--- config.mk ---
export PLATFORM = sky130hd
export DESIGN_NAME = modified_utf8_string_decoder_flat
export DESIGN_NICKNAME = d
export VERILOG_FILES = /design/src/design/mu8d_pkg.sv /design/src/design/mu8d_in_if.sv /design/src/design/mu8d_out_if.sv /design/src/design/mu8d_front.sv /design/src/design/mu8d_queue.sv /design/src/design/mu8d_back.sv /design/src/design/modified_utf8_string_decoder.sv /design/src/flat_wrapper.sv
export SDC_FILE = /design/constraint.sdc
export NUM_CORES = 1
export LEC_CHECK = 0
export BUFFER_PORTS_ARGS = -buffer_cell sky130_fd_sc_hd__clkbuf_2
export CORE_UTILIZATION = 55
export CTS_CLUSTER_DIAMETER = 150
export DETAILED_ROUTE_END_ITERATION = 10
export GPL_TIMING_DRIVEN = 0
export PLACE_DENSITY = 0.71
export SYNTH_ARGS = -nofsm -noshare
export SYNTH_HDL_FRONTEND = slang
export SYNTH_HIERARCHICAL = 1
export SYNTH_SLANG_ARGS = --single-unit
export TNS_END_PERCENT = 50
--- constraint.sdc ---
create_clock -name clk -period 7.75 [get_ports clk]
set_input_delay 1.1625 -clock clk [delete_from_list [all_inputs] [get_ports clk]]
set_output_delay 1.1625 -clock clk [all_outputs]
set_load 0.03 [all_outputs]
--- src/design/mu8d_pkg.sv ---
// Shared types, status codes and the UTF-8 encode function for the
// modified UTF-8 string decoder. No dependencies.
package mu8d_pkg;

	localparam int RUN_MAX = 6;

	localparam logic [2:0] ST_OK       = 3'd0;
	localparam logic [2:0] ST_PAST_LEN = 3'd1;
	localparam logic [2:0] ST_BAD_CONT = 3'd2;
	localparam logic [2:0] ST_OVERLONG = 3'd3;
	localparam logic [2:0] ST_BAD_LEAD = 3'd4;
	localparam logic [2:0] ST_EARLY    = 3'd5;

	// All results caused by one input byte: a list of UTF-8 bytes, then
	// optionally one status result with no byte.
	typedef struct packed {
		logic [RUN_MAX-1:0][7:0] bytes;
		logic [2:0]              nbytes;
		logic                    tail;
		logic [2:0]              status;
		logic                    done;
	} run_t;

	typedef struct packed {
		logic [3:0][7:0] b;
		logic [2:0]      n;
	} cp_enc_t;

	function automatic cp_enc_t encode_cp(input logic [20:0] cp);
		cp_enc_t e;
		e = '0;
		if (cp <= 21'h7f) begin
			e.b[0] = cp[7:0];
			e.n    = 3'd1;
		end else if (cp <= 21'h7ff) begin
			e.b[0] = {3'b110, cp[10:6]};
			e.b[1] = {2'b10, cp[5:0]};
			e.n    = 3'd2;
		end else if (cp <= 21'hffff) begin
			e.b[0] = {4'b1110, cp[15:12]};
			e.b[1] = {2'b10, cp[11:6]};
			e.b[2] = {2'b10, cp[5:0]};
			e.n    = 3'd3;
		end else begin
			e.b[0] = {5'b11110, cp[20:18]};
			e.b[1] = {2'b10, cp[17:12]};
			e.b[2] = {2'b10, cp[11:6]};
			e.b[3] = {2'b10, cp[5:0]};
			e.n    = 3'd4;
		end
		return e;
	endfunction

endpackage

--- src/design/mu8d_in_if.sv ---
// Input byte channel: valid/ready handshake with the raw byte and the
// end-of-stream mark. No dependencies.
interface mu8d_in_if;
	logic       valid;
	logic       ready;
	logic [7:0] data_byte;
	logic       stream_end;

	modport source (output valid, output data_byte, output stream_end, input ready);
	modport sink (input valid, input data_byte, input stream_end, output ready);
endinterface

--- src/design/mu8d_out_if.sv ---
// Result channel: valid/ready handshake with one decoded result per request.
// No dependencies.
interface mu8d_out_if;
	logic       valid;
	logic       ready;
	logic [7:0] out_byte;
	logic       byte_valid;
	logic [2:0] status;
	logic       string_done;
	logic       last_of_run;

	modport source (output valid, output out_byte, output byte_valid, output status,
		output string_done, output last_of_run, input ready);
	modport sink (input valid, input out_byte, input byte_valid, input status,
		input string_done, input last_of_run, output ready);
endinterface

--- src/design/mu8d_front.sv ---
// Front end: accepts input bytes, tracks string framing and unit decoding,
// and builds one run of results per byte. Depends on mu8d_pkg, mu8d_in_if.
module mu8d_front import mu8d_pkg::*; (
	input  logic        clk,
	input  logic        arst_n,
	mu8d_in_if.sink     byte_in,
	input  logic        full,
	output logic        push,
	output run_t        run
);

	localparam logic [1:0] PH_LEN_HI   = 2'd0;
	localparam logic [1:0] PH_LEN_LO   = 2'd1;
	localparam logic [1:0] PH_PAYLOAD  = 2'd2;
	localparam logic [1:0] PH_UNUSED   = 2'd3;

	logic [1:0]  phase_q, phase_n;
	logic [7:0]  len_hi_q, len_hi_n;
	logic [15:0] remain_q, remain_n;
	logic [1:0]  cont_q, cont_n;
	logic [1:0]  seq_q, seq_n;
	logic [15:0] partial_q, partial_n;
	logic [9:0]  held_q, held_n;
	logic        held_v_q, held_v_n;
	logic        skip_q, skip_n;

	logic        accept;
	logic [7:0]  b;
	logic [15:0] len, rem, u;
	logic [2:0]  st;
	logic        have, pair;
	logic        a_v, b_v;
	logic [20:0] cp_b;
	cp_enc_t     enc_a, enc_b;
	logic [2:0]  na, nb, ib;
	logic        run_tail, run_done;
	logic [2:0]  run_status;

	assign byte_in.ready = !full;
	assign accept        = byte_in.valid && !full;
	assign b             = byte_in.data_byte;
	assign len           = {len_hi_q, b};
	assign rem           = remain_q - 16'd1;

	always_comb begin
		phase_n   = phase_q;
		len_hi_n  = len_hi_q;
		remain_n  = remain_q;
		cont_n    = cont_q;
		seq_n     = seq_q;
		partial_n = partial_q;
		held_n    = held_q;
		held_v_n  = held_v_q;
		skip_n    = skip_q;
		st        = ST_OK;
		have      = 1'b0;
		pair      = 1'b0;
		u         = '0;
		a_v       = 1'b0;
		b_v       = 1'b0;
		cp_b      = '0;
		run_tail   = 1'b0;
		run_status = ST_OK;
		run_done   = 1'b0;

		unique case (phase_q)
			PH_LEN_LO: begin
				cont_n   = '0;
				held_v_n = 1'b0;
				skip_n   = 1'b0;
				if (len == 16'd0) begin
					run_tail = 1'b1;
					run_done = 1'b1;
					phase_n  = PH_LEN_HI;
				end else begin
					remain_n = len;
					phase_n  = PH_PAYLOAD;
					if (byte_in.stream_end) begin
						run_tail   = 1'b1;
						run_status = ST_EARLY;
						run_done   = 1'b1;
					end
				end
			end
			PH_PAYLOAD: begin
				remain_n = rem;
				if (skip_q) begin
					if (rem == 16'd0) begin
						skip_n  = 1'b0;
						phase_n = PH_LEN_HI;
					end
				end else begin
					// Classify the byte against the unit in progress.
					if (cont_q == 2'd0) begin
						if (b != 8'h00 && b < 8'h80) begin
							u    = {8'h00, b};
							have = 1'b1;
						end else if (b[7:5] == 3'b110) begin
							if (rem < 16'd1) begin
								st = ST_PAST_LEN;
							end else begin
								partial_n = {5'b0, b[4:0], 6'b0};
								cont_n    = 2'd1;
								seq_n     = 2'd2;
							end
						end else if (b[7:4] == 4'b1110) begin
							if (rem < 16'd2) begin
								st = ST_PAST_LEN;
							end else begin
								partial_n = {b[3:0], 12'b0};
								cont_n    = 2'd2;
								seq_n     = 2'd3;
							end
						end else begin
							st = ST_BAD_LEAD;
						end
					end else if (b[7:6] != 2'b10) begin
						st = ST_BAD_CONT;
					end else if (cont_q == 2'd2) begin
						partial_n = partial_q | {4'b0, b[5:0], 6'b0};
						cont_n    = 2'd1;
					end else begin
						u      = partial_q | {10'b0, b[5:0]};
						cont_n = 2'd0;
						if (seq_q == 2'd3) begin
							if (u < 16'h0800)
								st = ST_OVERLONG;
						end else if (u != 16'd0 && u < 16'h0080) begin
							st = ST_OVERLONG;
						end
						if (st == ST_OK)
							have = 1'b1;
					end

					if (st != ST_OK) begin
						// Report, drop any held surrogate, skip the rest.
						run_tail   = 1'b1;
						run_status = st;
						run_done   = 1'b1;
						held_v_n   = 1'b0;
						cont_n     = '0;
						if (rem == 16'd0)
							phase_n = PH_LEN_HI;
						else
							skip_n = 1'b1;
					end else if (byte_in.stream_end && rem != 16'd0) begin
						run_tail   = 1'b1;
						run_status = ST_EARLY;
						run_done   = 1'b1;
					end else begin
						pair = have && held_v_q && u >= 16'hdc00 && u <= 16'hdfff;
						if (pair) begin
							cp_b     = 21'h10000 + {1'b0, held_q, 10'b0} + {11'b0, u[9:0]};
							b_v      = 1'b1;
							held_v_n = 1'b0;
						end else if (have) begin
							a_v = held_v_q;
							if (u >= 16'hd800 && u <= 16'hdbff) begin
								held_n   = u[9:0];
								held_v_n = 1'b1;
							end else begin
								cp_b     = {5'b0, u};
								b_v      = 1'b1;
								held_v_n = 1'b0;
							end
						end
						if (rem == 16'd0) begin
							// Flush a surrogate still held at string end.
							if (held_v_n) begin
								cp_b = {5'b0, 6'b110110, held_n};
								b_v  = 1'b1;
							end
							held_v_n = 1'b0;
							run_done = 1'b1;
							run_tail = !a_v && !b_v;
							cont_n   = '0;
							phase_n  = PH_LEN_HI;
						end
					end
				end
			end
			PH_LEN_HI, PH_UNUSED: begin
				len_hi_n = b;
				phase_n  = PH_LEN_LO;
				if (byte_in.stream_end) begin
					run_tail   = 1'b1;
					run_status = ST_EARLY;
					run_done   = 1'b1;
				end
			end
			default: phase_n = PH_LEN_HI;
		endcase

		if (byte_in.stream_end) begin
			phase_n   = PH_LEN_HI;
			len_hi_n  = '0;
			remain_n  = '0;
			cont_n    = '0;
			seq_n     = '0;
			partial_n = '0;
			held_n    = '0;
			held_v_n  = 1'b0;
			skip_n    = 1'b0;
		end
	end

	// Assemble the byte list: flushed surrogate first, then the new code point.
	assign enc_a = encode_cp({5'b0, 6'b110110, held_q});
	assign enc_b = encode_cp(cp_b);
	assign na    = a_v ? enc_a.n : 3'd0;
	assign nb    = b_v ? enc_b.n : 3'd0;

	always_comb begin
		run.tail   = run_tail;
		run.status = run_status;
		run.done   = run_done;
		run.nbytes = na + nb;
		for (int i = 0; i < RUN_MAX; i++) begin
			ib = 3'(i) - na;
			if (3'(i) < na)
				run.bytes[i] = enc_a.b[i[1:0]];
			else if (ib < 3'd4)
				run.bytes[i] = enc_b.b[ib[1:0]];
			else
				run.bytes[i] = 8'h00;
		end
	end

	assign push = accept && (run.tail || run.nbytes != 3'd0);

	always_ff @(posedge clk or negedge arst_n) begin
		if (!arst_n) begin
			phase_q   <= PH_LEN_HI;
			len_hi_q  <= '0;
			remain_q  <= '0;
			cont_q    <= '0;
			seq_q     <= '0;
			partial_q <= '0;
			held_q    <= '0;
			held_v_q  <= 1'b0;
			skip_q    <= 1'b0;
		end else if (accept) begin
			phase_q   <= phase_n;
			len_hi_q  <= len_hi_n;
			remain_q  <= remain_n;
			cont_q    <= cont_n;
			seq_q     <= seq_n;
			partial_q <= partial_n;
			held_q    <= held_n;
			held_v_q  <= held_v_n;
			skip_q    <= skip_n;
		end
	end

endmodule

--- src/design/mu8d_queue.sv ---
// Four-entry queue of result runs between front and back end.
// Depends on mu8d_pkg.
module mu8d_queue import mu8d_pkg::*; (
	input  logic clk,
	input  logic arst_n,
	input  logic push,
	input  run_t wdata,
	input  logic pop,
	output logic full,
	output logic empty,
	output run_t head
);

	localparam int DEPTH = 4;

	run_t       mem_q [DEPTH];
	logic [1:0] wptr_q, rptr_q;
	logic [2:0] count_q;

	assign full  = count_q == 3'(DEPTH);
	assign empty = count_q == 3'd0;
	assign head  = mem_q[rptr_q];

	always_ff @(posedge clk) begin
		if (push)
			mem_q[wptr_q] <= wdata;
	end

	always_ff @(posedge clk or negedge arst_n) begin
		if (!arst_n) begin
			wptr_q  <= '0;
			rptr_q  <= '0;
			count_q <= '0;
		end else begin
			if (push)
				wptr_q <= wptr_q + 2'd1;
			if (pop)
				rptr_q <= rptr_q + 2'd1;
			if (push && !pop)
				count_q <= count_q + 3'd1;
			else if (pop && !push)
				count_q <= count_q - 3'd1;
		end
	end

endmodule

--- src/design/mu8d_back.sv ---
// Back end: walks the run at the queue head and issues one result per
// request into the output register. Depends on mu8d_pkg, mu8d_out_if.
module mu8d_back import mu8d_pkg::*; (
	input  logic        clk,
	input  logic        arst_n,
	input  run_t        head,
	input  logic        empty,
	output logic        pop,
	mu8d_out_if.source  results
);

	logic [2:0] idx_q;
	logic [2:0] total;
	logic       in_bytes, last, issue;
	logic       ov_q;
	logic [7:0] byte_q;
	logic       bv_q, done_q, last_q;
	logic [2:0] st_q;

	assign total    = head.nbytes + {2'b0, head.tail};
	assign in_bytes = idx_q < head.nbytes;
	assign last     = idx_q == total - 3'd1;
	assign issue    = !empty && (!ov_q || results.ready);
	assign pop      = issue && last;

	assign results.valid       = ov_q;
	assign results.out_byte    = byte_q;
	assign results.byte_valid  = bv_q;
	assign results.status      = st_q;
	assign results.string_done = done_q;
	assign results.last_of_run = last_q;

	always_ff @(posedge clk) begin
		if (issue) begin
			last_q <= last;
			if (in_bytes) begin
				byte_q <= head.bytes[idx_q];
				bv_q   <= 1'b1;
				st_q   <= ST_OK;
				done_q <= head.done && !head.tail && last;
			end else begin
				byte_q <= 8'h00;
				bv_q   <= 1'b0;
				st_q   <= head.status;
				done_q <= 1'b1;
			end
		end
	end

	always_ff @(posedge clk or negedge arst_n) begin
		if (!arst_n) begin
			ov_q  <= 1'b0;
			idx_q <= '0;
		end else begin
			if (issue)
				ov_q <= 1'b1;
			else if (results.ready)
				ov_q <= 1'b0;
			if (issue)
				idx_q <= last ? 3'd0 : idx_q + 3'd1;
		end
	end

endmodule

--- src/design/modified_utf8_string_decoder.sv ---
// Top level of the modified UTF-8 string decoder: front end, run queue and
// back end. Depends on mu8d_pkg, mu8d_in_if, mu8d_out_if and the submodules.
//
// Usage:
//   bytes   - input channel, one raw byte per request: two length bytes
//             (big-endian), then the payload; stream_end marks the last byte
//             of the input and returns the front-end state to its reset value.
//   results - output channel, one result per request: a standard UTF-8 byte
//             (byte_valid high) or a status result (byte_valid low) that
//             closes a string; string_done marks the final result of a
//             string, last_of_run the final result caused by an input byte.
// A byte's first result goes through the run queue, then the output register.
// Throughput: one byte per cycle while each yields at most one result and no
// stall holds the output; a byte with k results (up to six, e.g. a flushed
// surrogate then a three-byte unit) holds the output while they issue from the
// single output register. The four-entry run queue absorbs the difference;
// bytes that yield nothing skip the queue, at full rate while it is not full.
// Reset: asynchronous, clears framing state, the queue and the output valid.
// Stall: while results.ready is low the output register holds its result,
// the queue fills, and bytes.ready drops once four runs wait.
module modified_utf8_string_decoder import mu8d_pkg::*; (
	input  logic       clk,
	input  logic       arst_n,
	mu8d_in_if.sink    bytes,
	mu8d_out_if.source results
);

	logic push, pop, full, empty;
	run_t run, head;

	// Decode framing and units, one byte per accepted request.
	mu8d_front u_front (
		.clk     (clk),
		.arst_n  (arst_n),
		.byte_in (bytes),
		.full    (full),
		.push    (push),
		.run     (run)
	);

	// Hold runs so the front keeps accepting while results drain.
	mu8d_queue u_queue (
		.clk    (clk),
		.arst_n (arst_n),
		.push   (push),
		.wdata  (run),
		.pop    (pop),
		.full   (full),
		.empty  (empty),
		.head   (head)
	);

	// Serialize each run into result requests.
	mu8d_back u_back (
		.clk     (clk),
		.arst_n  (arst_n),
		.head    (head),
		.empty   (empty),
		.pop     (pop),
		.results (results)
	);

endmodule

--- src/flat_wrapper.sv ---
// flat-port wrapper written by rule: the top's interface ports become plain ports
module modified_utf8_string_decoder_flat import mu8d_pkg::*;
  (clk, arst_n, bytes_valid, bytes_data_byte, bytes_stream_end, bytes_ready, results_valid, results_out_byte, results_byte_valid, results_status, results_string_done, results_last_of_run, results_ready);
  mu8d_in_if bytes_i ();
  mu8d_out_if results_i ();
  input  logic clk;
  input  logic arst_n;
  input wire logic [$bits(bytes_i.valid)-1:0] bytes_valid;
  input wire logic [$bits(bytes_i.data_byte)-1:0] bytes_data_byte;
  input wire logic [$bits(bytes_i.stream_end)-1:0] bytes_stream_end;
  output wire logic [$bits(bytes_i.ready)-1:0] bytes_ready;
  output wire logic [$bits(results_i.valid)-1:0] results_valid;
  output wire logic [$bits(results_i.out_byte)-1:0] results_out_byte;
  output wire logic [$bits(results_i.byte_valid)-1:0] results_byte_valid;
  output wire logic [$bits(results_i.status)-1:0] results_status;
  output wire logic [$bits(results_i.string_done)-1:0] results_string_done;
  output wire logic [$bits(results_i.last_of_run)-1:0] results_last_of_run;
  input wire logic [$bits(results_i.ready)-1:0] results_ready;
  assign bytes_i.valid = bytes_valid;
  assign bytes_i.data_byte = bytes_data_byte;
  assign bytes_i.stream_end = bytes_stream_end;
  assign bytes_ready = bytes_i.ready;
  assign results_valid = results_i.valid;
  assign results_out_byte = results_i.out_byte;
  assign results_byte_valid = results_i.byte_valid;
  assign results_status = results_i.status;
  assign results_string_done = results_i.string_done;
  assign results_last_of_run = results_i.last_of_run;
  assign results_i.ready = results_ready;
  modified_utf8_string_decoder u_core (.clk(clk), .arst_n(arst_n), .bytes(bytes_i), .results(results_i));
endmodule
==> After elaboration in Yosys (flattened, before gate mapping) <==
Memory sizes are Yosys's and may differ from the RTL's.
Cells that the tools add are included.
{ "op_classes": {"n_mux": 196, "n_addsub": 17, "n_reduce_logical": 55, "n_lt_le_gt_ge": 32, "eq_ne": 25, "n_bitwise": 2} }
{ "op_table": {"columns": ["op", "n"], "rows": [
  ["$mux W16", 21],
  ["$mux W8", 23],
  ["$mux W21", 7],
  ["$bmux W8 S2", 6],
  ["$mux W10", 8],
  ["$mux W3", 23],
  ["$mux W1", 65],
  ["$mux W2", 30],
  ["$ge A16 B16 Y1 const B", 2],
  ["$le A16 B16 Y1 const B", 2],
  ["$logic_not A16 Y1", 2],
  ["$pmux W16 S2", 1],
  ["$reduce_bool A16 Y1", 2],
  ["$mux W25", 1],
  ["$bmux W8 S3", 1],
  ["$mux W24", 1],
  ["$add A17 B20 Y21 const A", 1],
  ["$add A21 B10 Y21", 1],
  ["$le A21 B11 Y1 const B", 1],
  ["$le A21 B16 Y1 const B", 1],
  ["$le A21 B7 Y1 const B", 1],
  ["$mux W19", 1],
  ["$lt A2 B3 Y1 const B", 6],
  ["$lt A3 B3 Y1 const B", 6],
  ["52 further kinds", 114]
]} }
{ "word_totals": {"n_memories": 1, "wordCells": 347, "inputBits": 13, "out_inout_bits": 16, "ramBits": 224, "reg_bits": 83} }
{ "memory_table": {"columns": ["name", "depth", "word_bits", "read_ports", "rd_clocked_by_memory_dff", "wr", "line", "text"], "rows": [
  ["u_core.u_queue.mem_q", 4, 56, 1, 0, 1, "mu8d_queue.sv:16", "run_t mem_q [DEPTH];"]
]} }

==> Logic depth before layout (Yosys ltp) <==
Gate-level depths: netlist of run 1.
{ "logic_depth": {"word_depth": 45, "depth_mapped": 23, "ltp_nobuf": 20} }

==> Cells and area by module <==
Netlist of run 1, hierarchy kept.
{ "by_module_without_submodules": {"columns": ["module", "area_per_inst_um2", "seq_area_each_um2", "cells_per_inst", "n_inst"], "rows": [
  ["mu8d_queue", 8499.4, 6901.6, 327, 1],
  ["mu8d_front", 4817.1, 1301.2, 658, 1],
  ["mu8d_back", 1182.4, 520.5, 93, 1]
]} }

==> Worst setup path before layout of run 1 <==
OpenSTA, ideal clock, no wires.
{ "synth_path": {"kind": "input-to-reg", "startpoint": "in bytes_data_byte[4]", "endpoint": "mem u_core/u_queue/mem_q[1][0] (netlist name) (enable)", "stages": 16, "required_ns": 7.330, "path_slack_ns": 1.674, "setup_time_ns": 0.420, "t_arrival_ns": 5.657, "cell_sequence": "clkbuf_1 -> nor4_1 -> nand3b_1 -> a41o_1 -> o21ai_0 -> or3_1 -> buf_6 -> or2_1 -> buf_6 -> clkinv_4 -> buf_6 -> ha_1 -> fa_1 -> xnor2_1 -> o41a_1 -> and2_1"} }
{ "synth_lines": {"columns": ["element", "line", "text"], "rows": [
  ["start: declaration", "flat_wrapper.sv:9", "input wire logic [$bits(bytes_i.data_byte)-1:0] bytes_data_byte;"],
  ["end: declaration", "mu8d_queue.sv:16", null]
]} }

==> key figures, run 1 <==
Status
  – Status: completed

Yosys
  – Synth Area per Inst: 13.45 µm²
  – YS warnings: 6
  – Cell Area, Synth: 14500 µm²
  – Yosys cell types: 85
  – Yosys reg bits: 301
  – Post-synthesis sequential area ratio: 0.6017
  – Number of synthesized flops with an enable pin: 238
  – Async set-reset flop share out of synthesis: 0.2093
  – Mapped Cells: 1078
  – Synth Flop Type: edfxtp_1

Routing
  – Vias: 9580
  – Post-DR vias/cell: 6.391
  – Iter 0 DRT Violations: 1181
  – Drt wl/cell: 23.70 µm
  – WL final: 35520 µm
  – Post-route ant nets: 0
  – DRC Markers: 0
  – Initial DRT Pass Iterations: 5

Floorplanning
  – Die height: 164.4 µm
  – Core Rows: 59
  – Die W: 164.4 µm
  – I/O Pins: 29
  – Die Area: 27010 µm²
  – Initial Utilization: 0.5580
  – Core Area: 25980 µm²

STA
  – Final hold slack: 489.3 ps
  – Relative slew slack: 0.3079
  – Worst Tran Pin Value: 1025 ps
  – Setup TNS: 0 ps
  – Crit share post-route: 0.8946
  – Clk_skew: 28.76 ps
  – PnR worst setup slack: 817.2 ps
  – Unrepaired setup endpoints after global routing: false
  – Post-route minimum period: 6933 ps
  – Peak Freq: 144.2 MHz
  – Slew Limit Fails: 0
  – Hold Violations, Final: 0
  – Endpoints failing setup: 0

Clock tree
  – Clock sink total: 301
  – Hold-fix buffers, CTS: 0
  – CTS tree: built
  – Clk slew on worst S/H paths: 60 ps
  – Postcts setup bufs: 0
  – Clock root buffer: clkbuf_16
  – Post-CTS Resized: 0
  – Latest clock arrival within the worst-skew pair: 580 ps
  – Max Root-Sink Buffers: 3
  – CTS H-tree lvls: 1
  – Total CTS buffers: 30

Layout
  – Commonest non-fill, non-tap cell in the layout: edfxtp_1
  – Layout area overhead: 11.32%
  – Cell area after layout: 16140 µm²
  – Fillers: 1989
  – Share of cells above drive strength 1: 0.1787
  – Fin nets: 1172
  – Commonest cells after routing, fill and taps aside: 238 x edfxtp_1, 89 x nand2_1, 78 x nor2_1
  – Antenna cells: 0
  – Final Core Density: 0.6211
  – Layout Cells excl Fill: 1499

Power
  – VDD IR max: 0.2384 mV
  – Cell Int Power: 3.689 mW
  – Combinational power share: 0.340
  – Psw: 1.867 mW
  – Flop pwr share: 0.387
  – Design Power: 5.556 mW
  – Leakage: 5.920 nW
  – Pwr dens: 344.2 nW/µm²
  – Net Sw Frac: 0.3360
  – Clock share of power: 0.273

Hold path
  – Min-delay worst type: flip-flop to flip-flop
  – Hold Crit Depth: 1

Place
  – Dpl ws: 957.6 ps
  – Post-DP Area: 15100 µm²
  – Final GP Congestion: 0.9850
  – Port Buffer Count: 27
  – Placed Cells: 1444
  – HPWL after detailed placement: 24040 µm

Global route
  – First-pass GRT wire length: 54730 µm
  – Initial antenna violation count: 0
  – Largest net degree at the start of global routing: 57
  – Vias in the first global route: 9284
  – Remaining Overflow, GRT: 0
  – GRT Util Overall: 0.2723

Run
  – Total of max-cap violations: 0

Setup path
  – CP endpoint kind: flip-flop
  – Worst Reg-to-Reg Cells: 16
  – Crit path arrival time: 7130 ps
  – Worst Path Class, Setup: flip-flop to flip-flop
  – Top fanout value on the critical path: 56
  – Req. time, crit path: 7950 ps
  – Startpoint Class: flip-flop
-- Yosys cell counts (12+ instances only) --
cell	n	area, µm²
nor2_1	78	292.8
nor3_1	19	95.09
a22oi_1	20	150.1
inv_1	24	90.09
edfxtp_1	238	7147
dfrtp_1	63	1577
mux4_2	64	1441
nand2_1	89	334.1
buf_2	12	60.06
a21oi_1	53	265.3
nand3_1	28	140.1
o21ai_0	59	295.3
ha_1	16	200.2
clkbuf_1	37	138.9
-- cells by family after synthesis --
kind of cell	count (synthesis)	synth area share
other	1	0.0002586
flip-flops	301	0.6017
adder cells (fa/ha/maj)	18	0.01657
XOR/XNOR	14	0.009406
multiplexers	79	0.1106
AND/OR/NAND/NOR	314	0.1082
AO/OA/AOI/OAI	249	0.1149
buffers and inverters	102	0.03840
-- critical path, cell delays in order (launching register included) --
cell	delay, ps
dfrtp_1	380
clkbuf_1	230
inv_1	130
ha_1	300
nor3b_1	670
xnor2_1	200
o2111ai_1	310
o41ai_1	990
nand3_1	270
clkbuf_1	340
nand2_1	250
a211oi_1	90
ha_1	210
fa_1	370
xnor2_1	390
o41a_1	520
and2_4	820
-- power by group through the flow --
stage	logic, mW	clock network, mW	registers (mW)
4_1_cts	1.89	1.54	2.15
3_5_place_dp	1.89	0	2.18
6_report	1.89	1.52	2.15
5_1_grt	2.05	1.60	2.18
3_3_place_gp	1.85	0	2.18
2_1_floorplan	1.33	0	2.23
-- layer usage --
layer | up-vias | wire length, µm | GRT usage | share of wire
met1 | 4787 | 15120 | 0.3851 | 0.43
met4 | 0 | 934 | 0.08628 | 0.026
met5 | - | 0 | 0 | 0
li1 | 4300 | - | - | -
met3 | 71 | 2782 | 0.04773 | 0.078
met2 | 422 | 16680 | 0.4300 | 0.47
-- sequential cells by signal, indices dropped and copies added, names as in the netlist, 2 cells and up --
| signal | count |
|---|---|
| u_core/u_queue/mem_q | 224 |
| u_core/u_queue/wptr_q | 2 |
| u_core/u_back/idx_q | 3 |
| u_core/u_front/remain_q | 16 |
| u_core/u_back/results.out_byte | 8 |
| u_core/u_front/cont_q | 2 |
| u_core/u_queue/rptr_q | 2 |
| u_core/u_front/phase_q | 2 |
| u_core/u_front/partial_q | 10 |
| u_core/u_queue/count_q | 3 |
| u_core/u_front/seq_q | 2 |
| u_core/u_front/len_hi_q | 8 |
| u_core/u_front/held_q | 10 |
| u_core/u_back/results.status | 3 |
-- final cells by class --
type	count	area [µm²]	area share
Clock inverter	19	270.3	0.01674
Sequential cell	301	8723	0.5405
Inverter	31	121.4	0.007519
Buffer	71	435.4	0.02698
Clock buffer	36	773.2	0.04791
Timing Repair Buffer	28	157.7	0.009767
Multi-Input combinational cell	678	5240	0.3247
Tap cell	335	419.2	0.02597
-- final timing paths --
path	slack [ps]	endpoint	from
setup / recovery	820	u_core/u_queue/mem_q[1][4]$_DFFE_PP_	u_core/u_front/remain_q[0]$_DFFE_PN0P_
hold / removal	490	u_core/u_queue/count_q[2]$_DFFE_PN0P_	u_core/u_queue/count_q[2]$_DFFE_PN0P_
setup reg to reg	820	u_core/u_queue/mem_q[1][4]$_DFFE_PP_	u_core/u_front/remain_q[0]$_DFFE_PN0P_
hold reg to reg	490	u_core/u_queue/count_q[2]$_DFFE_PN0P_	u_core/u_queue/count_q[2]$_DFFE_PN0P_
max in group asynchronous	6650	u_core/u_queue/wptr_q[0]$_DFFE_PN0P_	arst_n
min in group asynchronous	550	u_core/u_front/partial_q[13]$_DFFE_PN0P_	arst_n
Power figures use the tool's default switching activity.
==> run 2, diff against run 1 <==
Settings changed: RECOVER_POWER set to 50.
==> run 2 against run 1 <==
Against the previous run:
- the run now ends with max-capacitance violations, max-slew violations left
- clock skew increased by 0.72 ps
- critical endpoint unchanged
- critical path type unchanged
- via count increased by 0.34%
- combinational power about the same
- register-to-register slack improved by 40 ps
==> key figures, run 2 (same netlist as run 1, synthesis figures left out) <==
Clock tree
  – Hold-fix buffers, CTS: 0 (unchanged)
  – Clock sink total: 301 (unchanged)
  – Post-CTS Resized: 0 (unchanged)
  – Clk slew on worst S/H paths: 60 ps (about the same)
  – Postcts setup bufs: 0 (unchanged)
  – CTS H-tree lvls: 1 (unchanged)
  – Max Root-Sink Buffers: 3 (unchanged)
  – Latest clock arrival within the worst-skew pair: 580 ps (about the same)
  – Clock root buffer: clkbuf_16
  – CTS tree: built
  – Total CTS buffers: 30 (unchanged)

Layout
  – Multi-input logic area: 5211 µm² (-0.55%)
  – Sequential cell area: 8723 µm² (unchanged)
  – Biggest regs: u_core/u_queue/mem_q (224), u_core/u_front/remain_q (16)
  – Commonest cells after routing, fill and taps aside: 238 x edfxtp_1, 90 x nand2_1, 79 x nor2_1
  – Max reg flops: 224 (unchanged)
  – Commonest non-fill, non-tap cell in the layout: edfxtp_1
  – Final Core Density: 0.6172 (-0.003948)
  – Antenna cells: 0 (unchanged)
  – Biggest register: u_core/u_queue/mem_q
  – Fin nets: 1172 (unchanged)
  – Layout Cells excl Fill: 1499 (unchanged)
  – Share of cells above drive strength 1: 0.1478 (-0.03093)
  – Layout area overhead: 10.61%
  – Fillers: 2017 (+1.4%)

Hold path
  – Hold Path Sink: u_core/u_queue/count_q[2]$_DFFE_PN0P_
  – Min-delay worst type: flip-flop to flip-flop
  – HP Start: u_core/u_queue/count_q[2]$_DFFE_PN0P_
  – Hold Crit Depth: 1 (unchanged)

STA
  – Crit share post-route: 0.8892 (-0.005388)
  – Peak Freq: 145.1 MHz (+0.61%)
  – Slew Limit Fails: 66 (+66)
  – Clk_skew: 29.48 ps (+0.7233 ps)
  – Post-route minimum period: 6891 ps (-41.76 ps)
  – Final hold slack: 490.3 ps (+0.9580 ps)
  – PnR worst setup slack: 858.9 ps (+41.75 ps)
  – Worst Tran Pin Value: 2091 ps (+1066 ps)
  – Hold Violations, Final: 0 (unchanged)
  – Unrepaired setup endpoints after global routing: false
  – Relative slew slack: -0.3940 (-0.7019)
  – Endpoints failing setup: 0 (unchanged)

Setup path
  – Worst Path Class, Setup: flip-flop to flip-flop
  – Setup slack, reg-to-reg: 860 ps (+40 ps)
  – Top fanout value on the critical path: 56 (unchanged)
  – Req. time, crit path: 7950 ps (about the same)
  – Crit path arrival time: 7090 ps (-40 ps)
  – CP endpoint kind: flip-flop
  – FF-to-FF End: u_core/u_queue/mem_q[1][4]$_DFFE_PP_
  – Worst Reg-to-Reg Cells: 16 (unchanged)
  – FF-to-FF Start: u_core/u_front/remain_q[0]$_DFFE_PN0P_
  – Startpoint Class: flip-flop

Floorplanning
  – Die Area: 27010 µm² (unchanged)
  – I/O Pins: 29 (unchanged)
  – Die height: 164.4 µm (unchanged)
  – Initial Utilization: 0.5580 (unchanged)
  – Core Area: 25980 µm² (unchanged)
  – Die W: 164.4 µm (unchanged)
  – Core Rows: 59 (unchanged)

Routing
  – Initial DRT Pass Iterations: 5 (unchanged)
  – Drt wl/cell: 23.82 µm (+0.52%)
  – Post-route ant nets: 0 (unchanged)
  – Post-DR vias/cell: 6.413 (+0.34%)
  – Iter 0 DRT Violations: 1110 (-6.0%)
  – DRC Markers: 0 (unchanged)
  – Vias: 9613 (+0.34%)
  – WL final: 35710 µm (+0.52%)

Global route
  – Vias in the first global route: 9284 (unchanged)
  – GRT busiest layer: met2
  – GRT Util Overall: 0.2723 (unchanged)
  – Initial antenna violation count: 0 (unchanged)
  – Met2 usage: 0.4300 (unchanged)
  – Met1 global-route usage: 0.3851 (unchanged)
  – First-pass GRT wire length: 54730 µm (unchanged)
  – Remaining Overflow, GRT: 0 (unchanged)
  – Met3 usage: 0.04773 (unchanged)
  – Largest net degree at the start of global routing: 57 (unchanged)

Power
  – Leakage: 5.822 nW (-1.6%)
  – VDD IR max: 0.2378 mV (-0.27%)
  – Pwr dens: 345.1 nW/µm² (+0.26%)

Place
  – Placed Cells: 1444 (unchanged)
  – Final GP Congestion: 0.9850 (unchanged)
  – Port Buffer Count: 27 (unchanged)
  – Dpl ws: 957.6 ps (unchanged)
  – HPWL after detailed placement: 24040 µm (unchanged)

Run
  – Total of max-cap violations: 2 (+2)

Status
  – Failing checks: max-capacitance violations, max-slew violations
  – Status: complete, but fails checks
==> run 2: metal layers <==
metal  share of wire  wire [µm]  up-vias
met1            0.43      15330     4824
met4           0.025        907        0
met2            0.47      16690      418
met5               0          0        -
met3           0.078       2776       72
li1                -          -     4299
==> run 2: per-stage QoR <==
stage               TNS, ps  total power [mW]  instance area (µm²)
global placement    -100140             4.034                15060
detailed placement        0             4.069                15100
finish                    0             5.535                16040
global route              0             5.805                16040
floorplan                 0             3.559                14510
CTS                       0             5.582                16140
==> run 2: worst max-delay path by stage <==
stage / start / to / slack (ps) / cells past startpoint
floorplan: bytes_data_byte[4] / u_core/u_queue/mem_q[1][0]$_DFFE_PP_ / 1670 / 16
CTS: u_core/u_front/remain_q[0]$_DFFE_PN0P_ / u_core/u_queue/mem_q[1][6]$_DFFE_PP_ / 940 / 16
detailed placement: u_core/u_front/remain_q[0]$_DFFE_PN0P_ / u_core/u_queue/mem_q[1][6]$_DFFE_PP_ / 960 / 16
finish: u_core/u_front/remain_q[0]$_DFFE_PN0P_ / u_core/u_queue/mem_q[1][4]$_DFFE_PP_ / 860 / 16
global placement: u_core/u_front/remain_q[0]$_DFFE_PN0P_ / u_core/u_queue/mem_q[1][6]$_DFFE_PP_ / -500 / 16
global route: u_core/u_front/remain_q[0]$_DFFE_PN0P_ / u_core/u_queue/mem_q[0][0]$_DFFE_PP_ / 340 / 18
==> run 2: cell type report <==
type                       instances  area share
multi-input combinational        678      0.3249
sequential                       301      0.5439
tap                              335     0.02614
clock buffer                      36     0.04821
inverter                          31    0.007333
timing repair buffer              28    0.007333
clock inverter                    19     0.01685
buffer                            71     0.02528
==> run 2: worst max-delay path: stages (launching register included) <==
cell	delay (ps)
dfrtp_1	380
clkbuf_1	230
inv_1	130
ha_1	300
nor3b_1	680
xnor2_1	200
o2111ai_1	310
o41ai_1	940
nand3_1	270
clkbuf_1	340
nand2_1	250
a211oi_1	90
ha_1	210
fa_1	370
xnor2_1	390
o41a_1	520
and2_4	820
==> run 2: where the power goes <==
part / total [mW] / internal [mW] / switching, mW
Clock: 1.52 / 0.911 / 0.607
Combinational: 1.87 / 0.734 / 1.13
Sequential: 2.15 / 2.02 / 0.129
Total: 5.54 / 3.67 / 1.87
==> run 3, diff against run 2 <==
Settings changed: PLACE_DENSITY 0.71 to 0.8.
==> run 3 against run 2 <==
Against the previous run:
- the run still ends with max-capacitance violations, max-slew violations left
- final cell count hardly changed
- design area is 1.0% lower
- sequential share of layout area is 0.56 points higher
- hold slack worse by 6.5 ps
- global-route usage is 0.16 points higher
- combinational power hardly changed
- total power is 2.9% lower
- count of clock-buffer cells in the layout is 4 higher
- sequential power hardly changed
==> key figures, run 3 (same netlist as run 1, synthesis figures left out) <==
Global route
  – Met1 global-route usage: 0.3919 (+0.006824)
  – GRT busiest layer: met2
  – Vias in the first global route: 9251 (-0.36%)
  – Largest net degree at the start of global routing: 64 (+12%)
  – Remaining Overflow, GRT: 0 (unchanged)
  – Initial antenna violation count: 0 (unchanged)
  – Met3 usage: 0.03914 (-0.008586)
  – GRT Util Overall: 0.2738 (+0.001558)
  – Met2 usage: 0.4371 (+0.007096)
  – First-pass GRT wire length: 54930 µm (+0.37%)

Layout
  – Layout Cells excl Fill: 1498 (-0.067%)
  – Biggest register: u_core/u_queue/mem_q
  – Fillers: 1972 (-2.2%)
  – Layout area overhead: 9.492%
  – Fin nets: 1171 (-0.085%)
  – Sequential cell area: 8723 µm² (unchanged)
  – Biggest regs: u_core/u_queue/mem_q (224), u_core/u_front/remain_q (16)
  – Commonest cells after routing, fill and taps aside: 238 x edfxtp_1, 90 x nand2_1, 79 x nor2_1
  – Antenna cells: 0 (unchanged)
  – Commonest non-fill, non-tap cell in the layout: edfxtp_1
  – Max reg flops: 224 (unchanged)
  – Share of cells above drive strength 1: 0.1453 (-0.002452)
  – Multi-input logic area: 5196 µm² (-0.29%)

Setup path
  – FF-to-FF Start: u_core/u_front/remain_q[0]$_DFFE_PN0P_
  – Worst Path Class, Setup: flip-flop to flip-flop
  – Largest stage delay on the critical path: 970 ps (+30 ps)
  – Crit path arrival time: 7150 ps (+60 ps)
  – CP startpoint: u_core/u_front/remain_q[0]$_DFFE_PN0P_
  – Crit path max-delay family: simple AND/OR/NAND/NOR gates
  – Buffers & Inverters on Critical Path: 3 (unchanged)
  – CP Cell Sequence: clkbuf_1, inv_1, ha_1, nor3b_1, xnor2_1, o2111ai_1, o41ai_1, nand3_1, clkbuf_1, nand2_1, a211oi_1, ha_1, fa_1, xnor2_1, o41a_1, and2_4
  – Req. time, crit path: 7920 ps (-30 ps)
  – Top fanout value on the critical path: 56 (unchanged)
  – Crit path max-delay cell type: o41ai_1
  – Startpoint Class: flip-flop
  – CP endpoint kind: flip-flop

Floorplanning
  – Die W: 164.4 µm (unchanged)
  – Die height: 164.4 µm (unchanged)
  – Die Area: 27010 µm² (unchanged)
  – Initial Utilization: 0.5580 (unchanged)
  – I/O Pins: 29 (unchanged)
  – Core Rows: 59 (unchanged)
  – Core Area: 25980 µm² (unchanged)

STA
  – Post-route minimum period: 6978 ps (+86.68 ps)
  – Worst Tran Pin Value: 3561 ps (+1470 ps)
  – Slew Limit Fails: 64 (-3.0%)
  – Unrepaired setup endpoints after global routing: false
  – Hold Violations, Final: 0 (unchanged)
  – Endpoints failing setup: 0 (unchanged)
  – Relative slew slack: -1.374 (-0.9799)
  – Crit share post-route: 0.9004 (+0.01118)
  – Peak Freq: 143.3 MHz (-1.2%)
  – Clk_skew: 14.50 ps (-14.98 ps)

Hold path
  – HP Start: u_core/u_queue/count_q[2]$_DFFE_PN0P_
  – Min-delay worst type: flip-flop to flip-flop

Power
  – Combinational power share: 0.348 (+0.011)
  – Leakage: 5.754 nW (-1.2%)
  – Psw: 1.865 mW (-0.15%)
  – Net Sw Frac: 0.3471 (+0.009711)
  – Design Power: 5.372 mW (-2.9%)
  – Cell Int Power: 3.507 mW (-4.4%)
  – VDD IR max: 0.2898 mV (+22%)
  – Flop pwr share: 0.401 (+0.012)
  – Clock share of power: 0.251 (-0.023)
  – Pwr dens: 338.4 nW/µm² (-1.9%)

Routing
  – Iter 0 DRT Violations: 1131 (+1.9%)
  – DRC Markers: 0 (unchanged)
  – Vias: 9779 (+1.7%)
  – Post-DR vias/cell: 6.528 (+1.8%)
  – Drt wl/cell: 24.13 µm (+1.3%)
  – WL final: 36150 µm (+1.2%)
  – Post-route ant nets: 0 (unchanged)
  – Initial DRT Pass Iterations: 5 (unchanged)

Place
  – Port Buffer Count: 27 (unchanged)
  – HPWL after detailed placement: 24310 µm (+1.1%)
  – Placed Cells: 1443 (-0.069%)
  – Final GP Congestion: 0.9768 (-0.83%)

Status
  – Failing checks: max-capacitance violations, max-slew violations
  – Status: complete, but fails checks

Run
  – Total of max-cap violations: 1 (-1)

Clock tree
  – Post-CTS Resized: 0 (unchanged)
  – Total CTS buffers: 30 (unchanged)
  – Clock sink total: 301 (unchanged)
  – CTS tree: built
  – Max Root-Sink Buffers: 3 (unchanged)
  – Clk slew on worst S/H paths: 70 ps (about the same)
  – Latest clock arrival within the worst-skew pair: 560 ps (-20 ps)
  – Clock root buffer: clkbuf_16
  – Hold-fix buffers, CTS: 0 (unchanged)
  – Postcts setup bufs: 0 (unchanged)
  – CTS H-tree lvls: 1 (unchanged)
## run 3: changes by cell type in the layout (fill, tap and decap cells not counted), sizes merged
| cell | previous run | this run |
|---|---|---|
| bufinv | 6 | 1 |
| clkbuf | 111 | 114 |
| inv | 28 | 29 |
## run 3: layer usage
| layer | vias up | wire length (µm) |
|---|---|---|
| met1 | 4882 | 14970 |
| met3 | 74 | 2907 |
| met4 | 0 | 1002 |
| met5 | - | 0 |
| met2 | 525 | 17270 |
| li1 | 4298 | - |
## run 3: final cells by class
class | instances | area share
Sequential cell | 301 | 0.5495
Multi-Input combinational cell | 678 | 0.3273
Clock buffer | 40 | 0.04965
Tap cell | 335 | 0.02640
Buffer | 71 | 0.02475
Clock inverter | 15 | 0.007645
Inverter | 31 | 0.007645
Timing Repair Buffer | 27 | 0.007093
## run 3: final timing paths
| kind | depth (start not counted) | endpoint | slack [ps] |
|---|---|---|---|
| worst min register to register | 1 | u_core/u_queue/count_q[2]$_DFFE_PN0P_ | 480 |
| worst max-delay path | 16 | u_core/u_queue/mem_q[1][6]$_DFFE_PP_ | 770 |
| worst max register to register | 16 | u_core/u_queue/mem_q[1][6]$_DFFE_PP_ | 770 |
| min in group asynchronous | 1 | u_core/u_front/remain_q[9]$_DFFE_PN0P_ | 1830 |
| max in group asynchronous | 1 | u_core/u_front/partial_q[11]$_DFFE_PN0P_ | 3930 |
| worst min-delay path | 1 | u_core/u_queue/count_q[2]$_DFFE_PN0P_ | 480 |
## run 3: per-stage QoR
step	setup slack, ps	util	TNS, ps	hold WS (ps)	instance area, µm²
detailed placement	974.9	0.5802	0	478.3	15080
floorplan	1674	-	0	456.3	14510
CTS	923.8	0.6152	0	490.5	15990
global route	303.3	0.6109	0	527.5	15880
global placement	-427.3	0.5797	-85620	471.5	15060
finish	772.2	0.6109	0	483.8	15880
## run 3: power by group through the flow
| stage | clock network (mW) | logic (mW) | registers (mW) |
|---|---|---|---|
| 2_1_floorplan | 0 | 1.33 | 2.23 |
| 3_3_place_gp | 0 | 1.84 | 2.18 |
| 3_5_place_dp | 0 | 1.89 | 2.18 |
| 4_1_cts | 1.37 | 1.90 | 2.15 |
| 5_1_grt | 1.43 | 2.02 | 2.18 |
| 6_report | 1.35 | 1.87 | 2.16 |
